`src/strmm_pkg.sv`:
```
// Shared types and constants for the sparse table range min/max engine.
// No dependencies.
package strmm_pkg;

   localparam int DEPTH_DEF  = 1024;
   localparam int LEVELS_DEF = 11;

   localparam int POS_W    = 11;
   localparam int VALUE_W  = 32;
   localparam int STATUS_W = 2;

   localparam logic KIND_APPEND = 1'b0;
   localparam logic KIND_QUERY  = 1'b1;

   typedef enum logic [STATUS_W-1:0] {
      ST_OK        = 2'd0,
      ST_BAD_RANGE = 2'd1,
      ST_NOT_BUILT = 2'd2,
      ST_FULL      = 2'd3
   } status_type;

   typedef enum logic [1:0] {
      S_IDLE,
      S_BREAD,
      S_BWRITE,
      S_RESP
   } fsm_state_type;

   // controller -> datapath
   typedef struct packed {
      logic accept;
      logic build_read;
      logic build_write;
      logic next_level;
      logic build_done;
      logic out_load;
   } ctl_cmd_type;

   // datapath -> controller
   typedef struct packed {
      logic start_build;
      logic level_done;
      logic all_done;
   } dp_status_type;

endpackage

```
`src/strmm_ctrl.sv`:
```
// Controller state machine for the sparse table engine.
// Depends on strmm_pkg; drives datapath commands and the handshake control.
module strmm_ctrl (
   input  logic                    clock,
   input  logic                    reset,
   input  logic                    req_valid,
   output logic                    req_stall,
   output logic                    rsp_valid,
   input  logic                    rsp_stall,
   input  strmm_pkg::dp_status_type stat,
   output strmm_pkg::ctl_cmd_type   cmd
);
   import strmm_pkg::*;

   fsm_state_type state_ff, state_in;
   logic          rsp_valid_ff, rsp_valid_in;
   logic          out_free;

   assign out_free  = !rsp_valid_ff || !rsp_stall;
   assign req_stall = (state_ff != S_IDLE);
   assign rsp_valid = rsp_valid_ff;

   always_comb begin
      state_in = state_ff;
      case (state_ff)
         S_IDLE: begin
            if (req_valid) begin
               state_in = stat.start_build ? S_BREAD : S_RESP;
            end
         end
         S_BREAD: begin
            if (stat.all_done) begin
               state_in = S_RESP;
            end else if (!stat.level_done) begin
               state_in = S_BWRITE;
            end
         end
         S_BWRITE: state_in = S_BREAD;
         S_RESP: begin
            if (out_free) begin
               state_in = S_IDLE;
            end
         end
         default: state_in = S_IDLE;
      endcase
   end

   always_comb begin
      cmd = '0;
      case (state_ff)
         S_IDLE:   cmd.accept = req_valid;
         S_BREAD: begin
            if (stat.all_done) begin
               cmd.build_done = 1'b1;
            end else if (stat.level_done) begin
               cmd.next_level = 1'b1;
            end else begin
               cmd.build_read = 1'b1;
            end
         end
         S_BWRITE: cmd.build_write = 1'b1;
         S_RESP:   cmd.out_load = out_free;
         default:  cmd = '0;
      endcase
   end

   always_comb begin
      rsp_valid_in = rsp_valid_ff;
      if (cmd.out_load) begin
         rsp_valid_in = 1'b1;
      end else if (!rsp_stall) begin
         rsp_valid_in = 1'b0;
      end
   end

   always_ff @(posedge clock) begin
      if (reset) begin
         state_ff     <= S_IDLE;
         rsp_valid_ff <= 1'b0;
      end else begin
         state_ff     <= state_in;
         rsp_valid_ff <= rsp_valid_in;
      end
   end

endmodule

```
`config.mk`:
```
export PLATFORM = sky130hd
export DESIGN_NAME = strmm_ctrl
export DESIGN_NICKNAME = d
export VERILOG_FILES = /design/src/strmm_pkg.sv /design/src/strmm_ctrl.sv
export SDC_FILE = /design/constraint.sdc
export NUM_CORES = 1
export LEC_CHECK = 0
export BUFFER_PORTS_ARGS = -buffer_cell sky130_fd_sc_hd__buf_2
export CORE_AREA = 2 2 39 41
export DETAILED_ROUTE_END_ITERATION = 8
export DIE_AREA = 0 0 41 43
export SLEW_MARGIN = 20
export SYNTH_ARGS = -nofsm -noshare
export SYNTH_HDL_FRONTEND = slang
export SYNTH_SLANG_ARGS = --single-unit
export TNS_END_PERCENT = 10
```
`constraint.sdc`:
```
create_clock -name clock -period 2.3 [get_ports clock]
set_clock_uncertainty 0.1 [all_clocks]
set_input_delay 0.23 -clock clock [delete_from_list [all_inputs] [get_ports clock]]
set_output_delay 0.23 -clock clock [all_outputs]
set_load 0.01 [all_outputs]
```
==> out/summary.txt <==
htree depth - 1
starting DRC count in detailed routing - 1
Final setup viols - 0
Yosys top cell area share - 26.1%
DR pass1 iterations - 4
worst path bufs/invs - 1
#FFs+latches synth - 3
Worst-Skew Late Latency - 0.23 ns
fin cells - 58
Max clock buf depth - 2
Syn Nets - 33
clock-pin slew on the worst setup and hold paths - 0.04 ns
top fanout value on the critical path - 10
n_diodes - 0
CTS tree - done
total grt overflow - 0
WL/cell - 8.74 um
post-cts resize count - 0
Hold-fix buffers, CTS - 0
Total GRT Usage - 7.62%
worst setup path class - reg -> out
Cells after DPL - 54
first-pass GRT wire length - 828 um
largest net degree at the start of global routing - 11
Mapped Cells - 26
TritonCTS Buffers - 3
routed wire length - 507 um
global placement routability congestion - 0.666
share of layout cells above drive strength 1 - 57.1%
via count - 240
delay-heaviest family, CP - flip-flops
multi-input logic area - 140 um2
post-synthesis cell type count - 16
Worst path max stage delay - 0.53 ns
final period utilization - 67.3%
Relative slew margins - 75.3%
# rows - 14
cell area after synthesis - 230 um2
worst slew pin tran - 0.370 ns
status - complete, no violations
register area share after synthesis - 26.1%
die area - 1760 um2
RSZ-0062 raised after global routing - false
Sequential Area - 60.1 um2
Crit. End Element - output pin
Slew Limit Fails - 0
Final Hold Vio Count - 0
Final Util - 23.7%
Synth area leader - dfxtp_1
VDD IR max - 0.419 mV
fin crit period - 1.55 ns
Clock Sinks - 3
# Max-Cap Violations - 0
NumNets Final - 50
Leak - 0.157 nW
CP Launch Type - flip-flop
DIE WIDTH - 41 um
synth top area cells - dfxtp_1 26%, a211oi_2 11%, nor4b_1 7.6%, o221ai_2 6.5%, nand2b_4 6.0%
Crit-path slowest cell - dfxtp_1
antenna-violating nets left - 0
Layout Area Growth over Synthesis - 42.4%
filler cell count - 149
initial antenna violation count - 0
Remaining DRCs - 0
die height - 43 um
YS warnings - 0
Post-CTS Setup Inserts - 0
Top-Level Pins - 15
Root Buffer - clkbuf_4
Worst EP required - 1.97 ns
core area - 1380 um2
PortBufs - 14
post-DR vias/cell - 4.14
Mean Syn Cell Area - 8.85 um2
total negative setup slack - 0 ns
Peak Freq - 646 MHz
Starting Density - 16.6%
crit path DAT - 1.22 ns
PD cells - 654 nW/um2
CP Cell Sequence - nor4b_1 -> buf_2
worst min-delay path class - in -> reg
vias in the first global route - 199
==> worst paths after layout <==
path / startpoint / to / slack, ns / cells past startpoint
worst max-delay path: state_ff[0] / cmd[4] / 0.75 / 2
worst min-delay path: reset / state_ff[0] / 0.10 / 2
worst max register to register: state_ff[0] / state_ff[0] / 1.20 / 3
worst min register to register: rsp_valid / rsp_valid / 0.39 / 2
==> layout by cell type (no fill, tap or decap) <==
cell	n
buf_2	14
inv_1	3
nor2_1	3
clkbuf_4	3
dfxtp_1	3
nand2_1	2
nor4b_1	2
a211oi_2	2
a21oi_1	2
a21oi_2	1
and3_2	1
or2_1	1
nand2b_4	1
o22ai_2	1
o221ai_2	1
nand3_1	1
clkbuf_1	1
==> worst reg2reg max path: cells and delay by family (launching register included) <==
kind            cells  cell delay [ns]
simple gates        1             0.14
compound gates      2             0.21
flops               1             0.53
==> power breakdown <==
| part | switching, mW | internal (mW) |
|---|---|---|
| registers | 0.0107 | 0.0574 |
| logic | 0.0275 | 0.0281 |
| clock network | 0.0258 | 0.0649 |
==> cell type report <==
| type | count | share of cell area (%) |
|---|---|---|
| Tap cell | 16 | 6.11 |
| Timing Repair Buffer | 14 | 21.4 |
| Sequential cell | 3 | 18.3 |
| Inverter | 3 | 3.44 |
| Clock buffer | 4 | 8.02 |
| Multi-Input combinational cell | 18 | 42.7 |
==> kinds of logic (layout without fill, tap and decap cells) <==
| kind of cell | after synthesis | count (layout) | synth area share (%) |
|---|---|---|---|
| flops | 3 | 3 | 26.1 |
| buf+inv | 5 | 21 | 13.0 |
| simple gates | 11 | 11 | 29.9 |
| compound gates | 7 | 7 | 31.0 |
==> state kept, by name, indices dropped and copies added (netlist names) <==
name       cells
state_ff       2
rsp_valid      1
==> routing by layer <==
metal	global-route usage [%]	share of wire, %
met1	8.95	42
met2	7.81	44
met3	5.76	14
met5	0	0
met4	8.00	0
==> cell usage after synthesis (all sizes together) <==
master,instances
o22ai,1
buf,2
nand2,2
and3,1
nand3,1
inv,3
or2,1
nand2b,1
nor4b,2
a211oi,2
dfxtp,3
o221ai,1
nor2,3
a21oi,3
==> through the flow <==
stage,cell area [um2],hold slack (ns),setup slack [ns],total power [mW]
after floorplan,230,0.195,1.10,0.108
after global placement,302,0.339,1.00,0.125
after detailed placement,302,0.343,1.00,0.125
after CTS,328,0.0965,0.741,0.220
after global routing,328,0.0905,0.645,0.235
final,328,0.102,0.752,0.214
No activity file was read; power rests on OpenSTA's default activity.
